`src/sv/crm_pkg.sv`:
```
// crm_pkg: shared constants and state types for the counter pair rate meter
// used by crm_rate_unit, counter_pair_rate_meter_top and crm_checker
// no dependencies

package crm_pkg;

    // ticks of the capture timestamp in one second (100 ns ticks)
    localparam int TICKS_PER_SECOND = 10000000;
    // saturation width of a computed rate
    localparam int RATE_WIDTH       = 48;

    // fixed field widths
    localparam int CNT_W   = 64;
    localparam int FIELD_W = 48;
    localparam int HALF_W  = CNT_W / 2;

    // derived datapath widths
    localparam int TPS_W  = $clog2(TICKS_PER_SECOND + 1);
    localparam int PROD_W = HALF_W + TPS_W;
    localparam int NUM_W  = CNT_W + TPS_W;
    localparam int HI_W   = NUM_W - RATE_WIDTH;
    localparam int REM_W  = (HI_W > CNT_W + 1) ? HI_W : CNT_W + 1;
    localparam int QCNT_W = $clog2(RATE_WIDTH);

    localparam logic [TPS_W-1:0] TPS_C = TPS_W'(TICKS_PER_SECOND);

    // reset value of the interval limit register
    localparam logic [CNT_W-1:0] MAX_INTERVAL_RESET = 64'd100000000;

    // top level sequencer
    typedef enum logic [3:0] {
        S_IDLE,
        S_EL,
        S_DF,
        S_DS,
        S_LIM,
        S_R1_GO,
        S_R1_WAIT,
        S_R2_GO,
        S_R2_WAIT,
        S_DONE
    } t_state;

    // rate unit sequencer
    typedef enum logic [2:0] {
        U_IDLE,
        U_MUL_LO,
        U_MUL_HI,
        U_ADD,
        U_CHECK,
        U_DIV,
        U_DONE
    } t_div_state;

endpackage

```
`src/sv/crm_rate_unit.sv`:
```
// crm_rate_unit: floor(delta * TICKS_PER_SECOND / den), saturated to RATE_WIDTH bits
// one shared half-width multiplier, then a one-bit-per-cycle restoring divider
// depends on crm_pkg

module crm_rate_unit (
    input  logic                        i_clk,
    input  logic                        i_rst_n,
    input  logic                        i_start,
    input  logic [crm_pkg::CNT_W-1:0]   i_delta,
    input  logic [crm_pkg::CNT_W-1:0]   i_den,
    output logic                        o_done,
    output logic [crm_pkg::FIELD_W-1:0] o_rate
);

    crm_pkg::t_div_state r_state, n_state;

    logic [crm_pkg::PROD_W-1:0]     r_prod;
    logic [crm_pkg::NUM_W-1:0]      r_num;
    logic [crm_pkg::REM_W-1:0]      r_rem;
    logic [crm_pkg::RATE_WIDTH-1:0] r_qn;
    logic [crm_pkg::QCNT_W-1:0]     r_cnt;
    logic                           r_sat;

    logic [crm_pkg::HALF_W-1:0]     mul_a;
    logic [crm_pkg::PROD_W-1:0]     mul_p;
    logic [crm_pkg::HI_W-1:0]       num_hi;
    logic                           hi_ge;
    logic [crm_pkg::REM_W-1:0]      den_ext;
    logic [crm_pkg::REM_W-1:0]      rem_sh;
    logic                           rem_ge;
    logic [crm_pkg::RATE_WIDTH-1:0] rate_full;
    logic [crm_pkg::CNT_W-1:0]      rate_ext;

    // shared multiplier: low half of delta first, then the high half
    assign mul_a = (r_state == crm_pkg::U_MUL_HI) ? i_delta[crm_pkg::CNT_W-1:crm_pkg::HALF_W]
                                                  : i_delta[crm_pkg::HALF_W-1:0];
    assign mul_p = crm_pkg::PROD_W'(mul_a) * crm_pkg::PROD_W'(crm_pkg::TPS_C);

    // quotient overflows the rate width when the upper numerator bits reach den
    assign den_ext = crm_pkg::REM_W'(i_den);
    assign num_hi  = r_num[crm_pkg::NUM_W-1 -: crm_pkg::HI_W];
    assign hi_ge   = crm_pkg::REM_W'(num_hi) >= den_ext;

    // one restoring division step
    assign rem_sh = {r_rem[crm_pkg::REM_W-2:0], r_qn[crm_pkg::RATE_WIDTH-1]};
    assign rem_ge = rem_sh >= den_ext;

    // next state
    always_comb begin
        n_state = r_state;
        unique case (r_state)
            crm_pkg::U_IDLE:   if (i_start) n_state = crm_pkg::U_MUL_LO;
            crm_pkg::U_MUL_LO: n_state = crm_pkg::U_MUL_HI;
            crm_pkg::U_MUL_HI: n_state = crm_pkg::U_ADD;
            crm_pkg::U_ADD:    n_state = crm_pkg::U_CHECK;
            crm_pkg::U_CHECK:  n_state = hi_ge ? crm_pkg::U_DONE : crm_pkg::U_DIV;
            crm_pkg::U_DIV:    if (r_cnt == '0) n_state = crm_pkg::U_DONE;
            crm_pkg::U_DONE:   n_state = crm_pkg::U_IDLE;
            default:           n_state = crm_pkg::U_IDLE;
        endcase
    end

    // outputs
    always_comb begin
        o_done = 1'b0;
        unique case (r_state)
            crm_pkg::U_DONE: o_done = 1'b1;
            default:         o_done = 1'b0;
        endcase
    end

    assign rate_full = r_sat ? '1 : r_qn;
    assign rate_ext  = crm_pkg::CNT_W'(rate_full);
    assign o_rate    = rate_ext[crm_pkg::FIELD_W-1:0];

    // state register
    always_ff @(posedge i_clk) begin
        if (!i_rst_n) begin
            r_state <= crm_pkg::U_IDLE;
        end else begin
            r_state <= n_state;
        end
    end

    // datapath
    always_ff @(posedge i_clk) begin
        case (r_state)
            crm_pkg::U_MUL_LO: begin
                r_prod <= mul_p;
            end
            crm_pkg::U_MUL_HI: begin
                r_num  <= crm_pkg::NUM_W'(r_prod);
                r_prod <= mul_p;
            end
            crm_pkg::U_ADD: begin
                r_num <= r_num + (crm_pkg::NUM_W'(r_prod) << crm_pkg::HALF_W);
            end
            crm_pkg::U_CHECK: begin
                r_sat <= hi_ge;
                r_rem <= crm_pkg::REM_W'(num_hi);
                r_qn  <= r_num[crm_pkg::RATE_WIDTH-1:0];
                r_cnt <= crm_pkg::QCNT_W'(crm_pkg::RATE_WIDTH - 1);
            end
            crm_pkg::U_DIV: begin
                r_rem <= rem_ge ? rem_sh - den_ext : rem_sh;
                r_qn  <= {r_qn[crm_pkg::RATE_WIDTH-2:0], rem_ge};
                r_cnt <= r_cnt - 1'b1;
            end
            default: begin
            end
        endcase
    end

endmodule

```
`src/sv/counter_pair_rate_meter_top.sv`:
```
// counter_pair_rate_meter_top: byte-rate meter for two channels from counter snapshots
// holds the previous snapshot per channel, checks it and runs crm_rate_unit twice when a rate is formed
// depends on crm_pkg and crm_rate_unit
//
//   channel  direction  handshake                      payload
//   in       receive    i_in_valid / o_in_stall        kind, available, counters, time, id
//   out      send       o_out_valid / i_out_stall      channel, flags, two rates
//   cfg      receive    i_cfg_we                       max_interval_ticks
//
// a request runs the four checks on the shared 64 bit subtractor and, when a rate is
// formed, the one-bit-per-cycle divider twice; a saturated rate skips its 48 divide steps.
// the input stalls while a request is in work and accepts again in the cycle after the
// result is loaded. a finished result sits in the output register, so a stalled output
// only holds the block when the next result is ready. synchronous active low reset, no
// clearing pass.

module counter_pair_rate_meter_top (
    input  logic                        i_clk,
    input  logic                        i_rst_n,
    input  logic                        i_cfg_we,
    input  logic [crm_pkg::CNT_W-1:0]   i_cfg_data,
    input  logic                        i_in_valid,
    output logic                        o_in_stall,
    input  logic                        i_kind,
    input  logic                        i_available,
    input  logic [crm_pkg::CNT_W-1:0]   i_first_count,
    input  logic [crm_pkg::CNT_W-1:0]   i_second_count,
    input  logic [crm_pkg::CNT_W-1:0]   i_capture_time,
    input  logic [crm_pkg::CNT_W-1:0]   i_source_id,
    output logic                        o_out_valid,
    input  logic                        i_out_stall,
    output logic                        o_channel,
    output logic                        o_needs_baseline,
    output logic                        o_rate_valid,
    output logic [crm_pkg::FIELD_W-1:0] o_first_rate,
    output logic [crm_pkg::FIELD_W-1:0] o_second_rate
);

    crm_pkg::t_state r_state, n_state;

    // configuration
    logic [crm_pkg::CNT_W-1:0] r_max_interval;

    // previous snapshot per channel
    logic                      r_last_avail [2];
    logic [crm_pkg::CNT_W-1:0] r_last_first [2];
    logic [crm_pkg::CNT_W-1:0] r_last_second [2];
    logic [crm_pkg::CNT_W-1:0] r_last_time [2];
    logic [crm_pkg::CNT_W-1:0] r_last_id [2];

    // current request
    logic                      r_kind;
    logic                      r_avail;
    logic [crm_pkg::CNT_W-1:0] r_first;
    logic [crm_pkg::CNT_W-1:0] r_second;
    logic [crm_pkg::CNT_W-1:0] r_time;
    logic [crm_pkg::CNT_W-1:0] r_id;
    logic [crm_pkg::CNT_W-1:0] r_el;
    logic [crm_pkg::CNT_W-1:0] r_d1;
    logic [crm_pkg::CNT_W-1:0] r_d2;
    logic                      r_bad;
    logic [crm_pkg::FIELD_W-1:0] r_rate1;
    logic [crm_pkg::FIELD_W-1:0] r_rate2;

    // output register
    logic                        r_out_valid;
    logic                        r_o_channel;
    logic                        r_o_baseline;
    logic                        r_o_rate_valid;
    logic [crm_pkg::FIELD_W-1:0] r_o_first;
    logic [crm_pkg::FIELD_W-1:0] r_o_second;

    logic                      accept;
    logic                      out_load;
    logic                      form_rate;
    logic [crm_pkg::CNT_W-1:0] sub_a;
    logic [crm_pkg::CNT_W-1:0] sub_b;
    logic [crm_pkg::CNT_W:0]   sub_r;
    logic                      sub_borrow;
    logic                      el_bad;
    logic                      unit_start;
    logic                      unit_done;
    logic [crm_pkg::CNT_W-1:0] unit_delta;
    logic [crm_pkg::FIELD_W-1:0] unit_rate;

    assign accept    = i_in_valid && !o_in_stall;
    assign out_load  = !r_out_valid || !i_out_stall;
    assign form_rate = r_avail && !r_bad;

    // shared subtractor: elapsed time, both deltas, then limit minus elapsed
    always_comb begin
        sub_a = '0;
        sub_b = '0;
        unique case (r_state)
            crm_pkg::S_EL: begin
                sub_a = r_time;
                sub_b = r_last_time[r_kind];
            end
            crm_pkg::S_DF: begin
                sub_a = r_first;
                sub_b = r_last_first[r_kind];
            end
            crm_pkg::S_DS: begin
                sub_a = r_second;
                sub_b = r_last_second[r_kind];
            end
            crm_pkg::S_LIM: begin
                sub_a = r_max_interval;
                sub_b = r_el;
            end
            default: begin
                sub_a = '0;
                sub_b = '0;
            end
        endcase
    end

    assign sub_r      = {1'b0, sub_a} - {1'b0, sub_b};
    assign sub_borrow = sub_r[crm_pkg::CNT_W];
    assign el_bad     = sub_borrow || (sub_r[crm_pkg::CNT_W-1:0] == '0) ||
                        (r_id != r_last_id[r_kind]) || !r_last_avail[r_kind];

    // rate unit, first delta then second, both over the elapsed time
    assign unit_delta = (r_state == crm_pkg::S_R2_GO || r_state == crm_pkg::S_R2_WAIT)
                      ? r_d2 : r_d1;

    crm_rate_unit u_rate (
        .i_clk   (i_clk),
        .i_rst_n (i_rst_n),
        .i_start (unit_start),
        .i_delta (unit_delta),
        .i_den   (r_el),
        .o_done  (unit_done),
        .o_rate  (unit_rate)
    );

    // next state
    always_comb begin
        n_state = r_state;
        unique case (r_state)
            crm_pkg::S_IDLE:    if (accept) n_state = crm_pkg::S_EL;
            crm_pkg::S_EL:      n_state = crm_pkg::S_DF;
            crm_pkg::S_DF:      n_state = crm_pkg::S_DS;
            crm_pkg::S_DS:      n_state = crm_pkg::S_LIM;
            crm_pkg::S_LIM: begin
                n_state = (r_avail && !r_bad && !sub_borrow) ? crm_pkg::S_R1_GO
                                                             : crm_pkg::S_DONE;
            end
            crm_pkg::S_R1_GO:   n_state = crm_pkg::S_R1_WAIT;
            crm_pkg::S_R1_WAIT: if (unit_done) n_state = crm_pkg::S_R2_GO;
            crm_pkg::S_R2_GO:   n_state = crm_pkg::S_R2_WAIT;
            crm_pkg::S_R2_WAIT: if (unit_done) n_state = crm_pkg::S_DONE;
            crm_pkg::S_DONE:    if (out_load) n_state = crm_pkg::S_IDLE;
            default:            n_state = crm_pkg::S_IDLE;
        endcase
    end

    // sequencer outputs
    always_comb begin
        o_in_stall = 1'b1;
        unit_start = 1'b0;
        unique case (r_state)
            crm_pkg::S_IDLE:  o_in_stall = 1'b0;
            crm_pkg::S_R1_GO,
            crm_pkg::S_R2_GO: unit_start = 1'b1;
            default: begin
                o_in_stall = 1'b1;
                unit_start = 1'b0;
            end
        endcase
    end

    // state, configuration and control registers
    always_ff @(posedge i_clk) begin
        if (!i_rst_n) begin
            r_state         <= crm_pkg::S_IDLE;
            r_max_interval  <= crm_pkg::MAX_INTERVAL_RESET;
            r_last_avail[0] <= 1'b0;
            r_last_avail[1] <= 1'b0;
            r_out_valid     <= 1'b0;
        end else begin
            r_state <= n_state;
            if (i_cfg_we) begin
                r_max_interval <= i_cfg_data;
            end
            if (r_state == crm_pkg::S_DONE && out_load) begin
                r_last_avail[r_kind] <= r_avail;
                r_out_valid          <= 1'b1;
            end else if (!i_out_stall) begin
                r_out_valid <= 1'b0;
            end
        end
    end

    // request datapath
    always_ff @(posedge i_clk) begin
        case (r_state)
            crm_pkg::S_IDLE: begin
                if (accept) begin
                    r_kind   <= i_kind;
                    r_avail  <= i_available;
                    r_first  <= i_first_count;
                    r_second <= i_second_count;
                    r_time   <= i_capture_time;
                    r_id     <= i_source_id;
                end
            end
            crm_pkg::S_EL: begin
                r_el  <= sub_r[crm_pkg::CNT_W-1:0];
                r_bad <= el_bad;
            end
            crm_pkg::S_DF: begin
                r_d1  <= sub_r[crm_pkg::CNT_W-1:0];
                r_bad <= r_bad || sub_borrow;
            end
            crm_pkg::S_DS: begin
                r_d2  <= sub_r[crm_pkg::CNT_W-1:0];
                r_bad <= r_bad || sub_borrow;
            end
            crm_pkg::S_LIM: begin
                r_bad <= r_bad || sub_borrow;
            end
            crm_pkg::S_R1_WAIT: begin
                if (unit_done) r_rate1 <= unit_rate;
            end
            crm_pkg::S_R2_WAIT: begin
                if (unit_done) r_rate2 <= unit_rate;
            end
            crm_pkg::S_DONE: begin
                if (out_load) begin
                    r_last_first[r_kind]  <= r_first;
                    r_last_second[r_kind] <= r_second;
                    r_last_time[r_kind]   <= r_time;
                    r_last_id[r_kind]     <= r_id;
                    r_o_channel           <= r_kind;
                    r_o_baseline          <= r_avail && r_bad;
                    r_o_rate_valid        <= form_rate;
                    r_o_first             <= form_rate ? r_rate1 : '0;
                    r_o_second            <= form_rate ? r_rate2 : '0;
                end
            end
            default: begin
            end
        endcase
    end

    assign o_out_valid      = r_out_valid;
    assign o_channel        = r_o_channel;
    assign o_needs_baseline = r_o_baseline;
    assign o_rate_valid     = r_o_rate_valid;
    assign o_first_rate     = r_o_first;
    assign o_second_rate    = r_o_second;

endmodule

```
`config.mk`:
```
export PLATFORM = sky130hd
export DESIGN_NAME = counter_pair_rate_meter_top
export DESIGN_NICKNAME = d
export VERILOG_FILES = /design/src/sv/crm_pkg.sv /design/src/sv/crm_rate_unit.sv /design/src/sv/counter_pair_rate_meter_top.sv
export SDC_FILE = /design/constraint.sdc
export NUM_CORES = 2
export LEC_CHECK = 0
export BUFFER_PORTS_ARGS = -buffer_cell sky130_fd_sc_hd__buf_2
export CAP_MARGIN = 5
export CORE_MARGIN = 1.5
export CORE_UTILIZATION = 54
export CTS_CLUSTER_SIZE = 24
export DETAILED_ROUTE_END_ITERATION = 12
export PLACE_DENSITY_LB_ADDON = 0.05
export SLEW_MARGIN = 25
export SYNTH_ARGS = -nofsm -noshare
export SYNTH_HDL_FRONTEND = slang
export SYNTH_SLANG_ARGS = --single-unit
```
`constraint.sdc`:
```
create_clock -name i_clk -period 18.7 [get_ports i_clk]
set_clock_uncertainty 0.05 [all_clocks]
set_input_delay 2.805 -clock i_clk [delete_from_list [all_inputs] [get_ports i_clk]]
set_output_delay 2.805 -clock i_clk [all_outputs]
set_load 0.01 [all_outputs]
```
; Word-level counts from Yosys, hierarchy flattened
; Memories as Yosys holds them, arrays and structs flattened. A register that Yosys moved wholly into a read port is not among the register bits.
; Cells that the tools add are included.
[classes]
add_sub_neg = 4
n_mux = 41
reduce_logical = 33
div_mod_pow = 0
multipliers = 1
n_shift = 0
bitwise_logic = 0
order_cmp = 2
eq_ne = 23
[op_table]
columns = cell, count
row1 = case mux 64 bit (4 select lines), 2
row2 = case mux 88 bit (2 select lines), 1
row3 = 2-to-1 mux 64 bit, 2
row4 = case mux 64 bit (2 select lines), 1
row5 = case mux 48 bit (2 select lines), 1
row6 = adder 88 bit, 1
row7 = >= comparator 65 x 64 -> 1 bit, 1
row8 = subtractor 64 x 64 -> 65 bit, 1
row9 = >= comparator 40 x 64 -> 1 bit, 1
row10 = logical NOT 64 bit, 1
row11 = != test 64 bit, 1
row12 = subtractor 64 bit, 1
row13 = multiplier 32 x 17 -> 49 bit (second input constant), 1
row14 = 2-to-1 mux 48 bit, 1
row15 = case mux 4 bit (10 select lines), 1
row16 = 2-to-1 mux 32 bit, 1
row17 = 2-to-1 mux 1 bit, 20
row18 = 2-to-1 mux 4 bit, 5
row19 = case mux 3 bit (6 select lines), 1
row20 = equality test 4 x 3 -> 1 bit (second input constant), 4
row21 = case mux 6 bit (2 select lines), 1
row22 = != test 2 x 1 -> 1 bit (second input constant), 5
row23 = AND reduction 2 bit, 5
row24 = equality test 3 bit (second input constant), 3
row25 = other kinds (21), 42
[word_totals]
mem_count = 5
rom_bits = 0
word_cells = 136
ram_bits = 514
output_inout_bits = 101
latch_bits = 0
regBits = 974
[memory_table]
columns = name, depth, width, read_ports, rd_ports_with_merged_regs, wr, line_no
row1 = r_last_first, 2, 64, 1, 1, 1, counter_pair_rate_meter_top.sv:46  ; logic [crm_pkg::CNT_W-1:0] r_last_first [2];
row2 = r_last_id, 2, 64, 1, 1, 1, counter_pair_rate_meter_top.sv:49  ; logic [crm_pkg::CNT_W-1:0] r_last_id [2];
row3 = r_last_second, 2, 64, 1, 1, 1, counter_pair_rate_meter_top.sv:47  ; logic [crm_pkg::CNT_W-1:0] r_last_second [2];
row4 = r_last_time, 2, 64, 1, 1, 1, counter_pair_rate_meter_top.sv:48  ; logic [crm_pkg::CNT_W-1:0] r_last_time [2];
row5 = r_last_avail, 2, 1, 1, 1, 2, counter_pair_rate_meter_top.sv:45  ; logic r_last_avail [2];

; Depth between registers and ports, before layout
[depth]
ltp_word = 8
depth_mapped = 29

; Hierarchy
; A second synthesis with hierarchy kept.
[hier_totals]
hier_cells = 5959
hier_area_um2 = 76744.9
[modules_own_cells]
columns = mod, seq_area_each_um2, instances, area_each_um2, cells_per_inst
row1 = counter_pair_rate_meter_top, 36214.7, 1, 49069.6, 2984
row2 = crm_rate_unit, 7537.2, 1, 27675.3, 2975

; Worst setup path after synthesis
; No wires, ideal clock.
[synth_path]
path_kind = input -> register
from = in i_out_stall
to = mem r_last_avail[0]
path_stages = 4
arrival_time_ps = 19657
setup_slack_ps = -1144
required_time_ps = 18514
cell_sequence = a21oi_1 nor2b_1 mux2i_1 nor2b_1
[synth_lines]
columns = element, line_no
row1 = from (decl), counter_pair_rate_meter_top.sv:31  ; input logic i_out_stall,
row2 = to (decl), counter_pair_rate_meter_top.sv:45

; Worst setup path in the final report
[layout_path]
from = reg u_rate.r_state[1]
to = reg u_rate.r_prod[53] (netlist name), data pin
[layout_between]
elab_chain_cells = 3
[layout_rtl]
columns = element, line_no
row1 = from (decl), crm_rate_unit.sv:15  ; crm_pkg::t_div_state r_state, n_state;
row2 = from (signal assigned), crm_rate_unit.sv:79  ; r_state <= crm_pkg::U_IDLE;
row3 = from (signal assigned), crm_rate_unit.sv:81  ; r_state <= n_state;
row4 = equality test 3 x 2 -> 1 bit, crm_rate_unit.sv:35  ; assign mul_a = (r_state == crm_pkg::U_MUL_HI) ? i_delta[crm_pkg::CNT_W-1:crm_pkg::HALF_W]
row5 = 2-to-1 mux 32 bit, crm_rate_unit.sv:35
row6 = multiplier 32 x 17 -> 49 bit, crm_rate_unit.sv:37  ; assign mul_p = crm_pkg::PROD_W'(mul_a) * crm_pkg::PROD_W'(crm_pkg::TPS_C);
row7 = "named net u_rate.mul_p, one bit", crm_rate_unit.sv:25  ; logic [crm_pkg::PROD_W-1:0] mul_p;
row8 = to (signal assigned), crm_rate_unit.sv:89  ; r_prod <= mul_p;
row9 = to (signal assigned), crm_rate_unit.sv:93  ; r_prod <= mul_p;
row10 = to (decl), crm_rate_unit.sv:17  ; logic [crm_pkg::PROD_W-1:0] r_prod;
; The timed path passes the listed nets, and every way through them passes these cells.
; A chain may end at the register's enable or synchronous reset.

==> metrics.txt <==
leading area contributor after synthesis=edfxtp_1; Critical Path Max Stage Delay=between 0.7 and 0.8 ns; Max Cap Viol=0; DRT Wirelength=202000 um; synthesized area=between 70000 and 80000 um^2; fin nets=~7200; Root Driver=clkbuf_16; Final setup viols=0; Synth Area in Compound Gates=between 10% and 20%; Slew headroom=18.6%; FMAX=between 0.1 and 0.15 GHz; First-pass DRT Iterations=6; largest net degree at the start of global routing=165; unique cell type count in the Yosys netlist=99; Final Max Tran Viols=0; crit-path max FO=58; number of synthesized register bits=1482; EDFF count, synth=1407; Worst setup SP type=flop; clk slew on worst S/H paths=0.06 ns; share of post-route cells with drive strength above 1=14.9%; Clock Latency Late Sink=0.78 ns; critical path class=flop to flop; asr flop ratio synth=0%; Mean Syn Cell Area=13.1 um^2; Starting Density=54.5%; Global Route Usage Sum=28.0%; multiplexer share of the synthesized area=4.83%; simple-gate share of the synthesized area=7.99%; largest family of logic cells by synthesized area=adder cells; Resized Gates After CTS=0; slowest stage cell, crit path=buf_4; syn_nets=6769; min cycle time layout=9.32 ns; crit path capture type=flop; vias in the first global route=46997; main flop type after synthesis=edfxtp_1; largest cells by area after synthesis=edfxtp_1, ha_1, fa_1; Adder-Cell Fraction of Synth Area=roughly an eighth; DRT iter0 DRCs=about 3800; Post-Route Setup TNS=0 ns; Slew @ Worst Pin=1.21 ns; RSZ-0062 raised after global routing=no; hold_buf cts=0; Synth warnings=0; CTS tree=built; initial antenna violation count=16; Seq/Total Area, Yosys=57.6%; status=finished, final reports clean; Multi-input gate area=29800 um^2; Die Ht=378 um; Hold WC Path Type=flop to flop; total core area=140000 um^2; GR Overflow Total=0; post-DP HPWL=about 150000 um; CTS sink count=1482; Synth Area in XOR/XNOR=2.95%; Vias/cell=just under 6; Area Growth Syn to Fin=12.1%; Hold Violations, Final=0; Filler Cells Inserted=11006; fin crit share=49.9%; TritonCTS Buffers=154; Req. time, crit path=around 19 ns; first-pass GRT wire length=297000 um; Port Buffers=around 430; site row count=around 140; Arr. time, crit path=9.76 ns; Top Ports=between 400 and 500; Syn Inst Count=5817; CTS H-tree lvls=4; Die ar.=143000 um^2; Synth top area share=about 56%; antenna-violating nets left=0; Placer Congestion=0.937; CTS Buffer Depth=3; total number of vias=48461; wire per inst=around 25 um; FF+latch area=43800 um^2; Die W=378 um; drt drc=0; Post-CTS Setup Bufs=0
[critical path, delay by kind of cell, from the launching register on]
kind | cells | cell delay, ns
multiplexers | 1 | 0.53
adder cells (fa/ha/maj) | 7 | 3.02
AO/OA/AOI/OAI | 5 | 0.97
flip-flops | 1 | 0.50
AND/OR/NAND/NOR | 7 | 2.22
XOR/XNOR | 1 | 0.12
buffers and inverters | 6 | 1.53
[cell type report]
cell class | instances | area share [%]
Multi-Input combinational cell | 3656 | 34.9
Sequential cell | 1482 | 51.3
Antenna cell | 4 | 0.0117
Inverter | 430 | 1.90
Timing Repair Buffer | 491 | 3.18
Clock buffer | 217 | 5.03
Clock inverter | 61 | 0.841
Tap cell | 1876 | 2.75
[layout by cell type, fill, tap and decap left out, types with 167 or more instances in the layout]
master and n:
inv_1 428, nand2_1 410, buf_2 426, mux2i_1 190, a22oi_1 192, edfxtp_1 1407, fa_1 167, ha_1 458
a21oi_1 298, nor2_1 180
[registers in the layout, indices dropped and copies added, names as in the netlist, 81 cells and up, named ones only]
| signal | count |
|---|---|
| u_rate.r_num | 81 |
| r_last_second | 128 |
| r_last_first | 128 |
| r_last_time | 128 |
| r_last_id | 128 |
[synthesized netlist by cell type, drive strengths merged (45+ instances only)]
library cell,number
or2,59
nand4,70
nand2,412
fa,167
dfxtp,75
a221oi,136
a21o,143
nor2b,90
clkbuf,202
mux2,69
o21ai,200
mux2i,190
buf,45
edfxtp,1407
and2,161
a22oi,192
inv,430
xor2,119
nor2,182
a21oi,307
ha,458
xnor2,137
[final timing paths]
kind                startpoint                   to  slack (ns)  cells past startpoint
max          u_rate.r_state[1]    u_rate.r_prod[53]        9.38                     27
min                r_first[12]  r_last_first[0][12]        0.42                      0
max reg2reg  u_rate.r_state[1]    u_rate.r_prod[53]        9.38                     27
min reg2reg        r_first[12]  r_last_first[0][12]        0.42                      0
[cells by family (layout without fill, tap and decap cells)]
| kind of cell | after synthesis | in the layout |
|---|---|---|
| xor gates and xnor gates | 256 | 256 |
| AOI/OAI and AO/OA | 1264 | 1264 |
| buffers and inverters | 679 | 1199 |
| other | 0 | 4 |
| adders and majority gates | 625 | 625 |
| DFF | 1482 | 1482 |
| muxes | 303 | 303 |
| and+or+nand+nor | 1208 | 1208 |
[routing by layer]
metal / vias up / track usage (%) / routed length [um]
li1: 22544 / - / -
met1: 24156 / 40.4 / 90000
met2: 1521 / 44.8 / 95000
met3: 236 / 4.20 / 12200
met4: 4 / 6.91 / 4430
met5: - / 0 / 25
[metrics by stage]
step	util [%]	area (um^2)	std cells	hold WS (ns)	worst slack (ns)
after global routing	61.1	85200	8214	0.430	8.86
after detailed placement	57.4	80100	7933	0.410	9.33
final	61.1	85200	8217	0.424	9.38
after floorplan	-	76000	5817	0.392	3.35
after global placement	57.4	80100	7933	0.404	9.46
after CTS	61.0	85100	8211	0.418	9.32
Power is left out: the tool's default activity adds up to more than one toggle a clock period on the data nets, which glitch-free logic cannot reach.
